### config.mk
export PLATFORM = sky130hd
export DESIGN_NAME = vfv_ctrl
export DESIGN_NICKNAME = d
export VERILOG_FILES = /design/src/hdl/vfv_pkg.sv /design/src/hdl/vfv_ctrl.sv
export SDC_FILE = /design/constraint.sdc
export NUM_CORES = 1
export LEC_CHECK = 0
export ABC_AREA = 1
export ABC_CLOCK_PERIOD_IN_PS = 2100
export BUFFER_PORTS_ARGS = -buffer_cell sky130_fd_sc_hd__buf_2
export CORE_MARGIN = 2
export CORE_UTILIZATION = 33
export DETAILED_ROUTE_END_ITERATION = 12
export GPL_TIMING_DRIVEN = 0
export HOLD_SLACK_MARGIN = 0.06
export PLACE_DENSITY = 0.62
export SYNTH_ARGS = -nofsm -noshare
export SYNTH_HDL_FRONTEND = slang
export SYNTH_SLANG_ARGS = --single-unit
### constraint.sdc
create_clock -name i_clk -period 2.1 [get_ports i_clk]
set_input_delay 0 -clock i_clk [delete_from_list [all_inputs] [get_ports i_clk]]
set_output_delay 0 -clock i_clk [all_outputs]
set_load 0.02 [all_outputs]
### src/hdl/vfv_pkg.sv
`default_nettype none

package vfv_pkg;

    // fixed field widths of the stream and configuration ports
    localparam int COORD_W    = 4;
    localparam int IN_TYPE_W  = 8;
    localparam int OUT_TYPE_W = 8;
    localparam int ORG_W      = 24;
    localparam int WORLD_W    = 25;
    localparam int VTX_W      = 17;
    localparam int FACES      = 6;
    localparam int IN_DATA_W  = 24;
    localparam int OUT_DATA_W = 104;
    localparam int CFG_IDX_W  = 2;

    localparam logic [VTX_W-1:0] VTX_STEP = 17'd4;

    // item kinds carried in tuser
    typedef enum logic [1:0] {
        KIND_PLACE = 2'd0,
        KIND_BREAK = 2'd1,
        KIND_START = 2'd2,
        KIND_MESH  = 2'd3
    } t_kind;

    // face directions
    localparam logic [2:0] DIR_NORTH  = 3'd0;
    localparam logic [2:0] DIR_SOUTH  = 3'd1;
    localparam logic [2:0] DIR_EAST   = 3'd2;
    localparam logic [2:0] DIR_WEST   = 3'd3;
    localparam logic [2:0] DIR_TOP    = 3'd4;
    localparam logic [2:0] DIR_BOTTOM = 3'd5;
    localparam logic [2:0] DIR_COUNT  = 3'd6;

    // configuration register indexes
    localparam logic [CFG_IDX_W-1:0] CFG_ORIGIN_X = 2'd0;
    localparam logic [CFG_IDX_W-1:0] CFG_ORIGIN_Y = 2'd1;
    localparam logic [CFG_IDX_W-1:0] CFG_ORIGIN_Z = 2'd2;

    // commands from the controller to the datapath
    typedef struct packed {
        logic       load;       // latch an accepted item
        logic       clr_wr;     // write one entry of the clearing pass
        logic       nb_rd;      // read the neighbour in direction dir
        logic       nb_wb;      // update the neighbour read in the previous cycle
        logic       own_wr;     // write the item's own cell
        logic       own_rd;     // read the item's own cell
        logic       mesh_load;  // take the own cell read data as face mask
        logic       emit;       // hand faces to the output register
        logic [2:0] dir;
    } t_cmd;

    // status from the datapath to the controller
    typedef struct packed {
        t_kind kind;        // kind of the item on the input port
        logic  in_grid;     // its cell lies inside the grid
        logic  clr_last;    // clearing pass at its final entry
        logic  mesh_hit;    // own cell is solid with a visible face
        logic  emit_done;   // final face goes out this cycle
    } t_stat;

endpackage

`default_nettype wire

### src/hdl/vfv_ctrl.sv
`default_nettype none

module vfv_ctrl
    import vfv_pkg::*;
(
    input  wire   i_clk,
    input  wire   i_rst_n,
    input  wire   i_s_axis_tvalid,
    output logic  o_s_axis_tready,
    input  t_stat i_stat,
    output t_cmd  o_cmd
);

    typedef enum logic [6:0] {
        S_CLEAR = 7'b0000001,
        S_IDLE  = 7'b0000010,
        S_NB    = 7'b0000100,
        S_OWN   = 7'b0001000,
        S_MRD   = 7'b0010000,
        S_MCHK  = 7'b0100000,
        S_EMIT  = 7'b1000000
    } t_state;

    t_state     r_state, n_state;
    logic [2:0] r_step, n_step;
    logic       accept;

    assign o_s_axis_tready = (r_state == S_IDLE);
    assign accept          = i_s_axis_tvalid && o_s_axis_tready;

    // next state and commands
    always_comb begin
        n_state = r_state;
        n_step  = r_step;
        o_cmd   = '0;
        o_cmd.dir = r_step;
        unique case (r_state)
            S_CLEAR: begin
                o_cmd.clr_wr = 1'b1;
                if (i_stat.clr_last) begin
                    n_state = S_IDLE;
                end
            end
            S_IDLE: begin
                if (accept) begin
                    o_cmd.load = 1'b1;
                    n_step     = '0;
                    unique case (i_stat.kind)
                        KIND_PLACE, KIND_BREAK: n_state = i_stat.in_grid ? S_NB : S_IDLE;
                        KIND_MESH:              n_state = i_stat.in_grid ? S_MRD : S_IDLE;
                        default:                n_state = S_IDLE;
                    endcase
                end
            end
            S_NB: begin
                // read neighbour step while updating neighbour step-1
                o_cmd.nb_rd = (r_step != DIR_COUNT);
                o_cmd.nb_wb = (r_step != '0);
                if (r_step == DIR_COUNT) begin
                    n_state = S_OWN;
                end else begin
                    n_step = r_step + 3'd1;
                end
            end
            S_OWN: begin
                o_cmd.own_wr = 1'b1;
                n_state      = S_IDLE;
            end
            S_MRD: begin
                o_cmd.own_rd = 1'b1;
                n_state      = S_MCHK;
            end
            S_MCHK: begin
                o_cmd.mesh_load = 1'b1;
                n_state         = i_stat.mesh_hit ? S_EMIT : S_IDLE;
            end
            S_EMIT: begin
                o_cmd.emit = 1'b1;
                if (i_stat.emit_done) begin
                    n_state = S_IDLE;
                end
            end
            default: begin
                n_state = S_IDLE;
            end
        endcase
    end

    // state registers
    always_ff @(posedge i_clk) begin
        if (!i_rst_n) begin
            r_state <= S_CLEAR;
            r_step  <= '0;
        end else begin
            r_state <= n_state;
            r_step  <= n_step;
        end
    end

endmodule

`default_nettype wire

**After elaboration in Yosys (flattened, before gate mapping)**

Cells that the tools add are included.

- Muxes and demuxes: 20
- Equality and inequality tests: 16
- $add $sub $neg: 1
- Reduce and logical (&&, ||, !) cells: 7

Operator list:

| operator | number |
|---|---|
| $pmux W7 S6 | 1 |
| $mux W7 | 5 |
| $pmux W5 S2 | 1 |
| $mux W3 | 3 |
| $ne A2 B2 Y1 const B | 4 |
| $eq A7 B1 Y1 const B | 1 |
| $eq A7 B2 Y1 const B | 1 |
| $eq A7 B3 Y1 const B | 1 |
| $eq A7 B4 Y1 const B | 1 |
| $eq A7 B5 Y1 const B | 1 |
| $eq A7 B6 Y1 const B | 1 |
| $eq A7 B7 Y1 const B | 1 |
| $mux W1 | 7 |
| $pmux W3 S2 | 1 |
| $mux W5 | 1 |
| $reduce_and A4 Y1 | 1 |
| $add A3 B1 Y3 const B | 1 |
| $eq A3 B3 Y1 const B | 1 |
| $ne A3 B3 Y1 const B | 1 |
| $reduce_and A3 Y1 | 1 |
| $reduce_bool A3 Y1 | 1 |
| $eq A2 B1 Y1 const B | 1 |
| $eq A2 B2 Y1 const B | 1 |
| $logic_not A2 Y1 | 1 |
| other kinds (5) | 5 |

- Logic and storage cells: 46
- Input bits: 9
- Output and inout port bits: 12
- Register bits: 10

**Logic depth before layout (Yosys ltp)**

Gate-level depths: netlist of run 1.

- Depth in word-level cells: 5
- Depth in mapped cells: 11
- Depth with buffers taken out: 11

**Worst setup path before layout of run 1**

No wires, ideal clock.

- Path type: register -> register
- Start point: reg r_step[0]
- End point: reg r_state[2]
- Slack: 0.727 ns
- Arrival: 1.260 ns
- Required time: 1.987 ns
- Period minus slack after synthesis: 1.373 ns
- Path buffers: 0
- Cell stages (with the launch flop): 11
- Setup time: 0.113 ns
- Path through: dfxtp_1 inv_1 ha_1 nand2_1 nand3_2 nand2_2 inv_2 nand2_2 nand2_1 nand2_1 nor2_1

- Longest elaborated chain between the ends: 3

Ends and longest elaborated chain:

| item | RTL line | source |
|---|---|---|
| start, declared | vfv_ctrl.sv:25 | `logic [2:0] r_step, n_step;` |
| start signal, assigned | vfv_ctrl.sv:96 | `r_step <= n_step;` |
| $eq A3 B3 Y1 | vfv_ctrl.sv:59 | `if (r_step == DIR_COUNT) begin` |
| $ne A2 B2 Y1 (no source line) | n/a |  |
| $reduce_and A4 Y1 (no source line) | n/a |  |
| end signal, assigned | vfv_ctrl.sv:95 | `r_state <= n_state;` |
| end, declared | vfv_ctrl.sv:24 | `t_state r_state, n_state;` |

No other way between the ends.
A chain may end at the register's enable or synchronous reset.

==> run_summary.xml, run 1 <==
<?xml version="1.0" encoding="UTF-8"?>
<metrics>
  <group name="finish">
    <metric name="layout_common_cells" unit="">nand2_1 (23), buf_2 (20), nor2_1 (19), inv_1 (17)</metric>
    <metric name="fill_cells" unit="">252</metric>
    <metric name="antenna_cells_inserted" unit="">0</metric>
    <metric name="post_route_cells_drive_above_1_share" unit="">0.3028</metric>
    <metric name="area_growth" unit="%">25.34</metric>
    <metric name="layout_commonest_cell" unit="">nand2_1</metric>
    <metric name="layout.nets" unit="">156</metric>
  </group>
  <group name="sta">
    <metric name="final_max_slew_viol_count" unit="">0</metric>
    <metric name="finalWorstPathRequiredPeriod" unit="ns">1.581</metric>
    <metric name="fmax" unit="MHz">632.5</metric>
    <metric name="worst_hold_slack" unit="ns">0.09032</metric>
    <metric name="timing.clock.skew" unit="ns">0.0009945</metric>
    <metric name="finalSetupTns" unit="ns">0</metric>
    <metric name="slew_headroom" unit="">0.6908</metric>
    <metric name="finalHoldViolations" unit="">0</metric>
    <metric name="grt_setup_unrepaired" unit="">false</metric>
    <metric name="timing_worst_slew_pin_value" unit="ns">0.4620</metric>
    <metric name="final-setup-viol-count" unit="">0</metric>
    <metric name="post-route-period-util" unit="">0.7529</metric>
  </group>
  <group name="grt">
    <metric name="grt_start_max_net_pins" unit="">8</metric>
    <metric name="grt.total_usage" unit="">0.1507</metric>
    <metric name="grt_antenna_before_repair" unit="">0</metric>
    <metric name="wire_length_of_the_first_global_routing_pass" unit="um">2939</metric>
    <metric name="vias_in_the_first_global_route" unit="">713</metric>
    <metric name="grt_remaining_overflow" unit="">0</metric>
  </group>
  <group name="logic_synthesis">
    <metric name="netlist_top_cells_area" unit="">dfxtp_1 (27%), nand2_1 (12%), nor2_1 (9.6%)</metric>
    <metric name="post_synthesis_async_set_or_reset_flop_share" unit="">0</metric>
    <metric name="yosysWarnings" unit="">0</metric>
    <metric name="synth_seq_cells" unit="">10</metric>
    <metric name="seq_area_frac_synth" unit="">0.2703</metric>
    <metric name="synth_compound_area_frac" unit="">0.04392</metric>
    <metric name="avgSynthCellArea" unit="um2">6.385</metric>
    <metric name="synthDominantCellAreaShare" unit="">0.2703</metric>
    <metric name="synth_flop_cell" unit="">dfxtp_1</metric>
    <metric name="synth-edff-count" unit="">0</metric>
    <metric name="netlist-cell-type-count" unit="">22</metric>
    <metric name="post_synthesis_xor_xnor_area_fraction" unit="">0.01182</metric>
    <metric name="synth_area" unit="um2">740.7</metric>
    <metric name="share_of_synthesized_cell_area_in_full_adder_half_adder_and_majority_cells" unit="">0.05068</metric>
    <metric name="synth-simple-area-share" unit="">0.5000</metric>
    <metric name="combinational_family_with_the_most_area_after_synthesis" unit="">simple AND/OR/NAND/NOR gates</metric>
    <metric name="synth_top_cell_by_area" unit="">dfxtp_1</metric>
    <metric name="post_synth_inst_count" unit="">116</metric>
    <metric name="synth_fp_nets" unit="">128</metric>
    <metric name="muxShareOfSynthArea" unit="">0</metric>
  </group>
  <group name="place">
    <metric name="port_buffers" unit="">20</metric>
    <metric name="place.detailed.hpwl" unit="um">1405</metric>
    <metric name="gp_routability_congestion" unit="">0.7866</metric>
  </group>
  <group name="drt">
    <metric name="antenna_left" unit="">0</metric>
    <metric name="drt_drc_violations_left" unit="">0</metric>
    <metric name="route.detailed.vias_per_inst" unit="">4.541</metric>
    <metric name="number_of_iterations_in_the_first_detailed_routing_pass" unit="">4</metric>
    <metric name="wirelength" unit="um">1719</metric>
    <metric name="wl_per_cell" unit="um">10.11</metric>
    <metric name="drt-initial-drc-count" unit="">15</metric>
    <metric name="detailroute.via_count" unit="">772</metric>
  </group>
  <group name="hold_path">
    <metric name="min-delay-path-class" unit="">primary input to flop</metric>
    <metric name="min_path_cells" unit="">5</metric>
  </group>
  <group name="die">
    <metric name="fp.coreArea" unit="mm2">0.002170</metric>
    <metric name="die-height" unit="um">51.38</metric>
    <metric name="die_area" unit="mm2">0.002639</metric>
    <metric name="io_pins" unit="">21</metric>
    <metric name="fp-row-count" unit="">17</metric>
    <metric name="start_util" unit="">0.3414</metric>
    <metric name="fp.dieW" unit="um">51.38</metric>
  </group>
  <group name="clocking">
    <metric name="numCtsBuffers" unit="">3</metric>
    <metric name="clk_pin_slew" unit="ns">0.06</metric>
    <metric name="tritoncts" unit="">built</metric>
    <metric name="h-tree-depth" unit="">1</metric>
    <metric name="longest_clk_path_bufs" unit="">2</metric>
    <metric name="clock-sinks" unit="">10</metric>
    <metric name="clk_latency" unit="ns">0.26</metric>
    <metric name="clk_root_buffer_cell" unit="">clkbuf_4</metric>
  </group>
  <group name="critical_path">
    <metric name="critPathMaxFanout" unit="">6</metric>
    <metric name="r2r_cells" unit="">6</metric>
    <metric name="worstPathRequired" unit="ns">2.10</metric>
    <metric name="worst_setup_path_end_kind" unit="">output pin</metric>
    <metric name="arrival" unit="ns">1.58</metric>
    <metric name="worst_setup_path_start_kind" unit="">flop</metric>
    <metric name="timing.setup.critical_path_class" unit="">flop to output pin</metric>
  </group>
  <group name="power_and_ir_drop">
    <metric name="powerDensity" unit="mW/mm2">689.5</metric>
    <metric name="reported_leakage_power" unit="uW">0.0005208</metric>
    <metric name="worst_ir_drop_vdd" unit="mV">0.3256</metric>
  </group>
  <group name="run_status">
    <metric name="outcome" unit="">finished, final reports clean</metric>
  </group>
  <group name="job">
    <metric name="max_cap_violation_count" unit="">0</metric>
  </group>
</metrics>
[repair_timing]
| action | 4_1_cts | 5_1_grt |
|---|---|---|
| resized for setup | 0 | 0 |
| hold buffers | 3 | 0 |
| hold endpoints to repair | 5 | 0 |
| buffers inserted | 0 | 0 |
[report_power, final]
part / switching (uW) / total [uW] / internal (uW) / leakage [uW]
clock network: 61.8 / 128 / 66.1 / 0.0000138
logic: 183 / 280 / 97.5 / 0.000425
registers: 20.9 / 232 / 211 / 0.0000816
total: 266 / 640 / 375 / 0.000521
[flip-flops by register name (all words and copies together) (netlist names)]
signal,flops
r_step,3
r_state,7
[per-stage QoR]
step | total power (uW) | area [um2] | utilization | std cells | setup slack [ns]
CTS | 649.3 | 928.4 | 0.4279 | 170 | 0.4961
global route | 698.3 | 928.4 | 0.4279 | 170 | 0.4087
finish | 640.1 | 928.4 | 0.4279 | 170 | 0.5189
floorplan | 445.7 | 740.7 | - | 116 | 0.7274
global placement | 506.6 | 875.8 | 0.4037 | 164 | 0.7898
detailed placement | 511.9 | 875.8 | 0.4037 | 164 | 0.7516
[final timing paths]
check / start / end / slack (ns)
worst max-delay path: r_state[4] / o_cmd[7] / 0.52
worst min-delay path: i_stat[5] / r_state[4] / 0.09
worst max register to register: r_state[5] / r_state[0] / 0.62
worst min register to register: r_step[0] / r_step[0] / 0.51
[layout make-up]
| type | instances | area, um2 | share of cell area |
|---|---|---|---|
| multi-input combinational | 83 | 449.2 | 0.4838 |
| inverter | 23 | 91.34 | 0.09838 |
| tap | 28 | 35.03 | 0.03774 |
| sequential | 10 | 200.2 | 0.2156 |
| clock buffer | 3 | 22.52 | 0.02426 |
| timing repair buffer | 23 | 130.1 | 0.1402 |
[synth_stat cells (2+ instances only)]
cell	instances
nor3_1	3
dfxtp_1	10
nand2_2	6
nand4_1	2
nand3_1	10
nand2_1	23
nor2_4	2
inv_2	5
nor2_1	19
nand3_2	2
inv_1	17
nor4_1	2
ha_1	3
a21oi_1	4
[metal layers]
layer / share of wire / up-vias / GRT usage
met5: 0 / - / 0
met4: 0.019 / 0 / 0.07018
met3: 0.048 / 5 / 0.04094
met2: 0.45 / 21 / 0.2415
met1: 0.48 / 328 / 0.1860
li1: - / 418 / -
[critical path, cell delays in order (launching register included)]
cell     delay [ns]
dfxtp_1        0.37
inv_2          0.11
nand3_4        0.10
nor2_1         0.39
o21a_1         0.19
buf_2          0.16
[cells by family after synthesis]
group	after synthesis
adders and majority gates	3
AOI/OAI and AO/OA	6
and+or+nand+nor	73
xor gates and xnor gates	1
DFF	10
buffers and inverters	23
No activity file was read; power rests on OpenSTA's default activity.
==> inputs of run 2 (changes only) <==
--- a/config.mk
+++ b/config.mk
@@ -5,15 +5,15 @@
 export SDC_FILE = /design/constraint.sdc
 export NUM_CORES = 1
 export LEC_CHECK = 0
-export ABC_AREA = 1
-export ABC_CLOCK_PERIOD_IN_PS = 2100
+export ABC_AREA = 0
+export ABC_CLOCK_PERIOD_IN_PS = 1400
 export BUFFER_PORTS_ARGS = -buffer_cell sky130_fd_sc_hd__buf_2
 export CORE_MARGIN = 2
 export CORE_UTILIZATION = 33
 export DETAILED_ROUTE_END_ITERATION = 12
 export GPL_TIMING_DRIVEN = 0
 export HOLD_SLACK_MARGIN = 0.06
-export PLACE_DENSITY = 0.62
+export PLACE_DENSITY = 0.65
 export SYNTH_ARGS = -nofsm -noshare
 export SYNTH_HDL_FRONTEND = slang
 export SYNTH_SLANG_ARGS = --single-unit
==> constraint.sdc (replaced) <==
create_clock -name i_clk -period 1.4 [get_ports i_clk]
set_input_delay 0 -clock i_clk [delete_from_list [all_inputs] [get_ports i_clk]]
set_output_delay 0 -clock i_clk [all_outputs]
set_load 0.02 [all_outputs]
==> run_summary.xml, run 2 <==
<?xml version="1.0" encoding="UTF-8"?>
<metrics>
  <group name="clocking">
    <metric name="tritoncts" unit="">built</metric>
    <metric name="h-tree-depth" unit="">1</metric>
    <metric name="clk_latency" unit="ns">0.28</metric>
    <metric name="clk_root_buffer_cell" unit="">clkbuf_4</metric>
    <metric name="longest_clk_path_bufs" unit="">2</metric>
    <metric name="clock-sinks" unit="">10</metric>
    <metric name="numCtsBuffers" unit="">3</metric>
    <metric name="clk_pin_slew" unit="ns">0.08</metric>
  </group>
  <group name="critical_path">
    <metric name="worst_setup_path_end_kind" unit="">output pin</metric>
    <metric name="critPathTopFamily" unit="">simple AND/OR/NAND/NOR gates</metric>
    <metric name="worstPathRequired" unit="ns">1.40</metric>
    <metric name="crit_slowest_cell" unit="">or4_4</metric>
    <metric name="stage_delay_of_the_slowest_cell_on_the_critical_path" unit="ns">0.53</metric>
    <metric name="arrival" unit="ns">1.87</metric>
    <metric name="timing.setup.critical_path_class" unit="">flop to output pin</metric>
    <metric name="worst_setup_path_start_kind" unit="">flop</metric>
    <metric name="worst_reg2reg_setup_slack" unit="ns">-0.42</metric>
    <metric name="crit_chain" unit="">or4_4 -&gt; or4b_4 -&gt; inv_4 -&gt; buf_6</metric>
    <metric name="r2r_cells" unit="">7</metric>
    <metric name="timing.rr.start" unit="">r_state[3]</metric>
    <metric name="critPathMaxFanout" unit="">2</metric>
    <metric name="path_buf_inv" unit="">2</metric>
    <metric name="r2r-end" unit="">r_state[1]</metric>
  </group>
  <group name="sta">
    <metric name="slew_headroom" unit="">0.7848</metric>
    <metric name="fmax" unit="MHz">534.0</metric>
    <metric name="grt_setup_unrepaired" unit="">true</metric>
    <metric name="finalHoldViolations" unit="">0</metric>
    <metric name="final_max_slew_viol_count" unit="">0</metric>
    <metric name="timing_worst_slew_pin_value" unit="ns">0.3186</metric>
    <metric name="post-route-period-util" unit="">1.338</metric>
    <metric name="timing.clock.skew" unit="ns">0.008684</metric>
    <metric name="final-setup-viol-count" unit="">19</metric>
    <metric name="layout_setup_ws" unit="ns">-0.4726</metric>
    <metric name="finalWorstPathRequiredPeriod" unit="ns">1.873</metric>
  </group>
  <group name="logic_synthesis">
    <metric name="synth_top_cell_by_area" unit="">dfxtp_1</metric>
    <metric name="seq_area_frac_synth" unit="">0.3200</metric>
    <metric name="avgSynthCellArea" unit="um2">8.570</metric>
    <metric name="synth_flop_cell" unit="">dfxtp_1</metric>
    <metric name="synth-edff-count" unit="">0</metric>
    <metric name="netlist_top_cells_area" unit="">dfxtp_1 (32%), ha_1 (6.0%), a2111oi_4 (4.4%)</metric>
    <metric name="synth_area" unit="um2">625.6</metric>
    <metric name="dominant_cell_by_count_in_the_synthesized_netlist" unit="">dfxtp_1</metric>
    <metric name="yosysWarnings" unit="">0</metric>
    <metric name="synthDominantCellAreaShare" unit="">0.3200</metric>
    <metric name="netlist_top_cells_count" unit="">dfxtp_1 (10), inv_1 (6), nand2_1 (6)</metric>
    <metric name="synth_seq_cells" unit="">10</metric>
    <metric name="post_synth_inst_count" unit="">73</metric>
    <metric name="synth_fp_nets" unit="">85</metric>
    <metric name="post_synthesis_async_set_or_reset_flop_share" unit="">0</metric>
    <metric name="netlist-cell-type-count" unit="">32</metric>
  </group>
  <group name="power_and_ir_drop">
    <metric name="worst_ir_drop_vdd" unit="mV">0.4380</metric>
    <metric name="total_power" unit="uW">761.3</metric>
    <metric name="reported_leakage_power" unit="uW">0.0004373</metric>
    <metric name="powerDensity" unit="mW/mm2">679.0</metric>
  </group>
  <group name="finish">
    <metric name="layout_common_cells" unit="">buf_4 (12), buf_2 (11), buf_6 (10)</metric>
    <metric name="largest_reg_by_ff_count" unit="">r_state</metric>
    <metric name="antenna_cells_inserted" unit="">0</metric>
    <metric name="fin_cells" unit="">137</metric>
    <metric name="layout.nets" unit="">125</metric>
    <metric name="layout_commonest_cell" unit="">buf_4</metric>
    <metric name="final_design_area_no_fill" unit="mm2">0.001121</metric>
    <metric name="largest_registers" unit="">r_state x7, r_step x3</metric>
    <metric name="finalCoreUtilization" unit="">0.6355</metric>
    <metric name="area_growth" unit="%">79.20</metric>
    <metric name="post_route_cells_drive_above_1_share" unit="">0.5804</metric>
    <metric name="largest_register_ff_count" unit="">7</metric>
  </group>
  <group name="drt">
    <metric name="detailroute.via_count" unit="">698</metric>
    <metric name="antenna_left" unit="">0</metric>
    <metric name="drt-initial-drc-count" unit="">8</metric>
    <metric name="number_of_iterations_in_the_first_detailed_routing_pass" unit="">4</metric>
    <metric name="wirelength" unit="um">1884</metric>
    <metric name="drt_drc_violations_left" unit="">0</metric>
    <metric name="wl_per_cell" unit="um">13.75</metric>
    <metric name="route.detailed.vias_per_inst" unit="">5.095</metric>
  </group>
  <group name="die">
    <metric name="fp-row-count" unit="">15</metric>
    <metric name="start_util" unit="">0.3546</metric>
    <metric name="fp.dieW" unit="um">47.54</metric>
    <metric name="fp.coreArea" unit="mm2">0.001764</metric>
    <metric name="die_area" unit="mm2">0.002260</metric>
    <metric name="die-height" unit="um">47.54</metric>
    <metric name="io_pins" unit="">21</metric>
  </group>
  <group name="grt">
    <metric name="grt_start_max_net_pins" unit="">9</metric>
    <metric name="grt.total_usage" unit="">0.1923</metric>
    <metric name="grt_antenna_before_repair" unit="">0</metric>
    <metric name="wire_length_of_the_first_global_routing_pass" unit="um">2980</metric>
    <metric name="vias_in_the_first_global_route" unit="">669</metric>
    <metric name="grt_remaining_overflow" unit="">0</metric>
  </group>
  <group name="place">
    <metric name="gp_routability_congestion" unit="">0.7700</metric>
    <metric name="port_buffers" unit="">20</metric>
    <metric name="place.detailed.hpwl" unit="um">1146</metric>
    <metric name="placement.cell_area" unit="um2">793.3</metric>
    <metric name="dp_worst_setup_slack" unit="ns">-0.4392</metric>
    <metric name="post-place-cells" unit="">118</metric>
  </group>
  <group name="hold_path">
    <metric name="hold_path.startpoint" unit="">i_stat[2]</metric>
    <metric name="hold-path-endpoint" unit="">r_state[0]</metric>
    <metric name="min_path_cells" unit="">4</metric>
    <metric name="min-delay-path-class" unit="">primary input to flop</metric>
  </group>
  <group name="run_status">
    <metric name="outcome" unit="">finished, violations left</metric>
    <metric name="violations" unit="">negative setup slack</metric>
  </group>
  <group name="job">
    <metric name="max_cap_violation_count" unit="">0</metric>
  </group>
</metrics>
## run 2: report_power, final
group	internal (uW)	switching (uW)
clock network	158	124
registers	288	11.1
logic	88.6	91.9
total	535	227
## run 2: how the worst max path moves through the flow
| stage | end | slack [ns] | cells past startpoint | startpoint |
|---|---|---|---|---|
| after floorplan | r_step[1] | -0.43 | 7 | r_state[5] |
| after global placement | r_state[1] | -0.44 | 5 | r_state[3] |
| after global routing | o_cmd[5] | -0.50 | 4 | r_state[0] |
| final | o_cmd[5] | -0.47 | 4 | r_state[3] |
| after CTS | o_cmd[5] | -0.50 | 4 | r_state[3] |
| after detailed placement | r_state[1] | -0.44 | 5 | r_state[3] |
## run 2: per-stage QoR
stage / setup TNS (ns) / hold slack, ns
6_report: -5.559 / 0.06971
5_1_grt: -6.705 / 0.1022
4_1_cts: -5.412 / 0.07145
3_5_place_dp: -3.588 / 0.2536
3_3_place_gp: -3.392 / 0.2549
2_1_floorplan: -3.290 / 0.07623
## run 2: final cells by class
cell class / count / area, um2
fill: 155 / 643.1
multi-input combinational: 55 / 515.5
timing repair buffer: 36 / 286.5
sequential: 10 / 215.2
clock buffer: 4 / 36.28
tap: 25 / 31.28
inverter: 6 / 25.02
buffer: 1 / 11.26
## run 2: tightest hold or removal path: cells and delay by family
family / cells / cell delay, ns
simple gates: 1 / 0.08
compound gates: 2 / 0.15
buf+inv: 1 / 0.08
## run 2: cell families after synthesis
family	synth area share
xor gates and xnor gates	0.01400
and+or+nand+nor	0.3420
adders and majority gates	0.06001
AOI/OAI and AO/OA	0.2040
buffers and inverters	0.05999
DFF	0.3200
## run 2: what timing repair did
action / CTS / global route
hold buffers: 4 / 0
gates cloned: 0 / 0
buffers inserted: 10 / 2
setup endpoints to repair: 18 / 19
pin swaps: 9 / 12
hold endpoints to repair: 9 / 0
gates resized for setup: 27 / 16
## run 2: layer usage
metal	global-route usage	up-vias	wire, um
met1	0.2523	331	870
li1	-	345	-
met3	0.01132	5	42
met2	0.3027	17	917
met5	0	-	0
met4	0.1297	0	53
==> inputs of run 3 (changes only) <==
--- a/config.mk
+++ b/config.mk
@@ -8,12 +8,15 @@
 export ABC_AREA = 0
 export ABC_CLOCK_PERIOD_IN_PS = 1400
 export BUFFER_PORTS_ARGS = -buffer_cell sky130_fd_sc_hd__buf_2
+export CELL_PAD_IN_SITES_DETAIL_PLACEMENT = 2
+export CELL_PAD_IN_SITES_GLOBAL_PLACEMENT = 2
+export CORE_ASPECT_RATIO = 2
 export CORE_MARGIN = 2
-export CORE_UTILIZATION = 33
+export CORE_UTILIZATION = 24
 export DETAILED_ROUTE_END_ITERATION = 12
 export GPL_TIMING_DRIVEN = 0
 export HOLD_SLACK_MARGIN = 0.06
-export PLACE_DENSITY = 0.65
+export PLACE_DENSITY = 0.78
 export SYNTH_ARGS = -nofsm -noshare
 export SYNTH_HDL_FRONTEND = slang
 export SYNTH_SLANG_ARGS = --single-unit
==> run_summary.xml, run 3 (synthesis gave the netlist of run 2 again) <==
<?xml version="1.0" encoding="UTF-8"?>
<metrics>
  <group name="drt">
    <metric name="number_of_iterations_in_the_first_detailed_routing_pass" unit="">4</metric>
    <metric name="antenna_left" unit="">0</metric>
    <metric name="route.detailed.vias_per_inst" unit="">5.177</metric>
    <metric name="drt-initial-drc-count" unit="">7</metric>
    <metric name="wl_per_cell" unit="um">18.46</metric>
    <metric name="detailroute.via_count" unit="">730</metric>
    <metric name="wirelength" unit="um">2603</metric>
    <metric name="drt_drc_violations_left" unit="">0</metric>
  </group>
  <group name="place">
    <metric name="place.detailed.hpwl" unit="um">1575</metric>
    <metric name="port_buffers" unit="">20</metric>
    <metric name="placement.cell_area" unit="um2">797.0</metric>
    <metric name="gp_routability_congestion" unit="">0.7217</metric>
  </group>
  <group name="critical_path">
    <metric name="timing.setup.critical_path_class" unit="">flop to output pin</metric>
    <metric name="arrival" unit="ns">1.85</metric>
    <metric name="worstPathRequired" unit="ns">1.40</metric>
    <metric name="critPathMaxFanout" unit="">3</metric>
    <metric name="worst_setup_path_end_kind" unit="">output pin</metric>
    <metric name="worst_setup_path_start_kind" unit="">flop</metric>
  </group>
  <group name="die">
    <metric name="die_area" unit="mm2">0.003056</metric>
    <metric name="fp-row-count" unit="">26</metric>
    <metric name="io_pins" unit="">21</metric>
    <metric name="fp.coreArea" unit="mm2">0.002505</metric>
    <metric name="start_util" unit="">0.2498</metric>
    <metric name="die-height" unit="um">76.20</metric>
    <metric name="fp.dieW" unit="um">40.10</metric>
  </group>
  <group name="clocking">
    <metric name="clk_root_buffer_cell" unit="">clkbuf_8</metric>
    <metric name="clk_pin_slew" unit="ns">0.05</metric>
    <metric name="numCtsBuffers" unit="">3</metric>
    <metric name="clk_latency" unit="ns">0.25</metric>
    <metric name="h-tree-depth" unit="">1</metric>
    <metric name="tritoncts" unit="">built</metric>
    <metric name="clock-sinks" unit="">10</metric>
    <metric name="longest_clk_path_bufs" unit="">2</metric>
  </group>
  <group name="finish">
    <metric name="largest_reg_by_ff_count" unit="">r_state</metric>
    <metric name="fill_cells" unit="">267</metric>
    <metric name="largest_register_ff_count" unit="">7</metric>
    <metric name="antenna_cells_inserted" unit="">0</metric>
    <metric name="layout.nets" unit="">126</metric>
    <metric name="final_design_area_no_fill" unit="mm2">0.001159</metric>
    <metric name="post_route_cells_drive_above_1_share" unit="">0.6195</metric>
    <metric name="area_growth" unit="%">85.20</metric>
    <metric name="largest_registers" unit="">r_state x7, r_step x3</metric>
    <metric name="layout_commonest_cell" unit="">buf_4</metric>
    <metric name="layout_common_cells" unit="">buf_4 (13), buf_2 (12), buf_6 (9)</metric>
  </group>
  <group name="sta">
    <metric name="finalWorstPathRequiredPeriod" unit="ns">1.854</metric>
    <metric name="grt_setup_unrepaired" unit="">true</metric>
    <metric name="timing_worst_slew_pin_value" unit="ns">0.3679</metric>
    <metric name="layout_setup_ws" unit="ns">-0.4544</metric>
    <metric name="post-route-period-util" unit="">1.325</metric>
    <metric name="slew_headroom" unit="">0.7515</metric>
    <metric name="fmax" unit="MHz">539.3</metric>
    <metric name="finalHoldViolations" unit="">0</metric>
    <metric name="worst_hold_slack" unit="ns">0.08103</metric>
    <metric name="finalSetupTns" unit="ns">-4.630</metric>
    <metric name="final-setup-viol-count" unit="">19</metric>
    <metric name="final_max_slew_viol_count" unit="">0</metric>
    <metric name="timing.clock.skew" unit="ns">0.002927</metric>
  </group>
  <group name="job">
    <metric name="max_cap_violation_count" unit="">0</metric>
  </group>
  <group name="power_and_ir_drop">
    <metric name="worst_ir_drop_vdd" unit="mV">0.4414</metric>
    <metric name="reported_leakage_power" unit="uW">0.0004498</metric>
    <metric name="powerDensity" unit="mW/mm2">762.8</metric>
    <metric name="total_power" unit="uW">883.8</metric>
  </group>
  <group name="grt">
    <metric name="wire_length_of_the_first_global_routing_pass" unit="um">3926</metric>
    <metric name="grt.total_usage" unit="">0.1861</metric>
    <metric name="grt_remaining_overflow" unit="">0</metric>
    <metric name="grt_antenna_before_repair" unit="">0</metric>
    <metric name="vias_in_the_first_global_route" unit="">818</metric>
    <metric name="grt_start_max_net_pins" unit="">9</metric>
  </group>
  <group name="run_status">
    <metric name="violations" unit="">negative setup slack</metric>
    <metric name="outcome" unit="">finished, violations left</metric>
  </group>
  <group name="hold_path">
    <metric name="min-delay-path-class" unit="">primary input to flop</metric>
  </group>
</metrics>
## run 3: cell count changes in the layout (fill, tap and decap cells not counted), sizes merged
cell | before | now
buf | 33 | 34
## run 3: routing by layer
| metal | routed length [um] | track usage | vias up |
|---|---|---|---|
| met2 | 1572 | 0.3419 | 16 |
| met3 | 71 | 0.02624 | 5 |
| met5 | 0 | 0 | - |
| met4 | 51 | 0.07241 | 0 |
| li1 | - | - | 347 |
| met1 | 907 | 0.1850 | 362 |
## run 3: cell type report
cell class,instances,area [um2],area share
tap,28,35.03,0.03024
clock buffer,4,55.05,0.04752
multi-input combinational,55,524.3,0.4525
sequential,10,220.2,0.1901
timing repair buffer,38,299.0,0.2581
inverter,6,25.02,0.02160
## run 3: through the flow
stage / util / std cells / setup WS (ns)
2_1_floorplan: - / 73 / -0.4270
3_3_place_gp: 0.3182 / 121 / -0.4479
3_5_place_dp: 0.3182 / 121 / -0.4829
4_1_cts: 0.4116 / 138 / -0.4659
5_1_grt: 0.4625 / 141 / -0.4951
6_report: 0.4625 / 141 / -0.4544
## run 3: worst paths after layout
| kind | cells after the start | slack [ns] | startpoint | end |
|---|---|---|---|---|
| worst min-delay path | 4 | 0.08 | i_stat[2] | r_state[0] |
| worst max register to register | 5 | -0.44 | r_state[3] | r_state[1] |
| worst min register to register | 1 | 0.50 | r_state[1] | r_state[0] |
| worst max-delay path | 4 | -0.45 | r_state[3] | o_cmd[5] |
## run 3: timing repair
item	CTS	global route
hold endpoints to repair	3	0
buffers inserted	9	5
setup endpoints to repair	19	19
pin swaps	7	8
hold buffers	4	0
gates resized for setup	22	28
## run 3: where the power goes
part	switching, uW	internal [uW]	total (uW)	leakage, uW
Clock	143	249	392	0.0000288
Combinational	97.8	93.1	191	0.000335
Sequential	13.1	287	300	0.0000856
Total	254	630	884	0.000450
## run 3: worst max-delay path, cell delays in order (launching register included)
cell     delay [ns]
dfxtp_4        0.34
or4_4          0.56
or4b_4         0.53
inv_4          0.07
buf_6          0.11
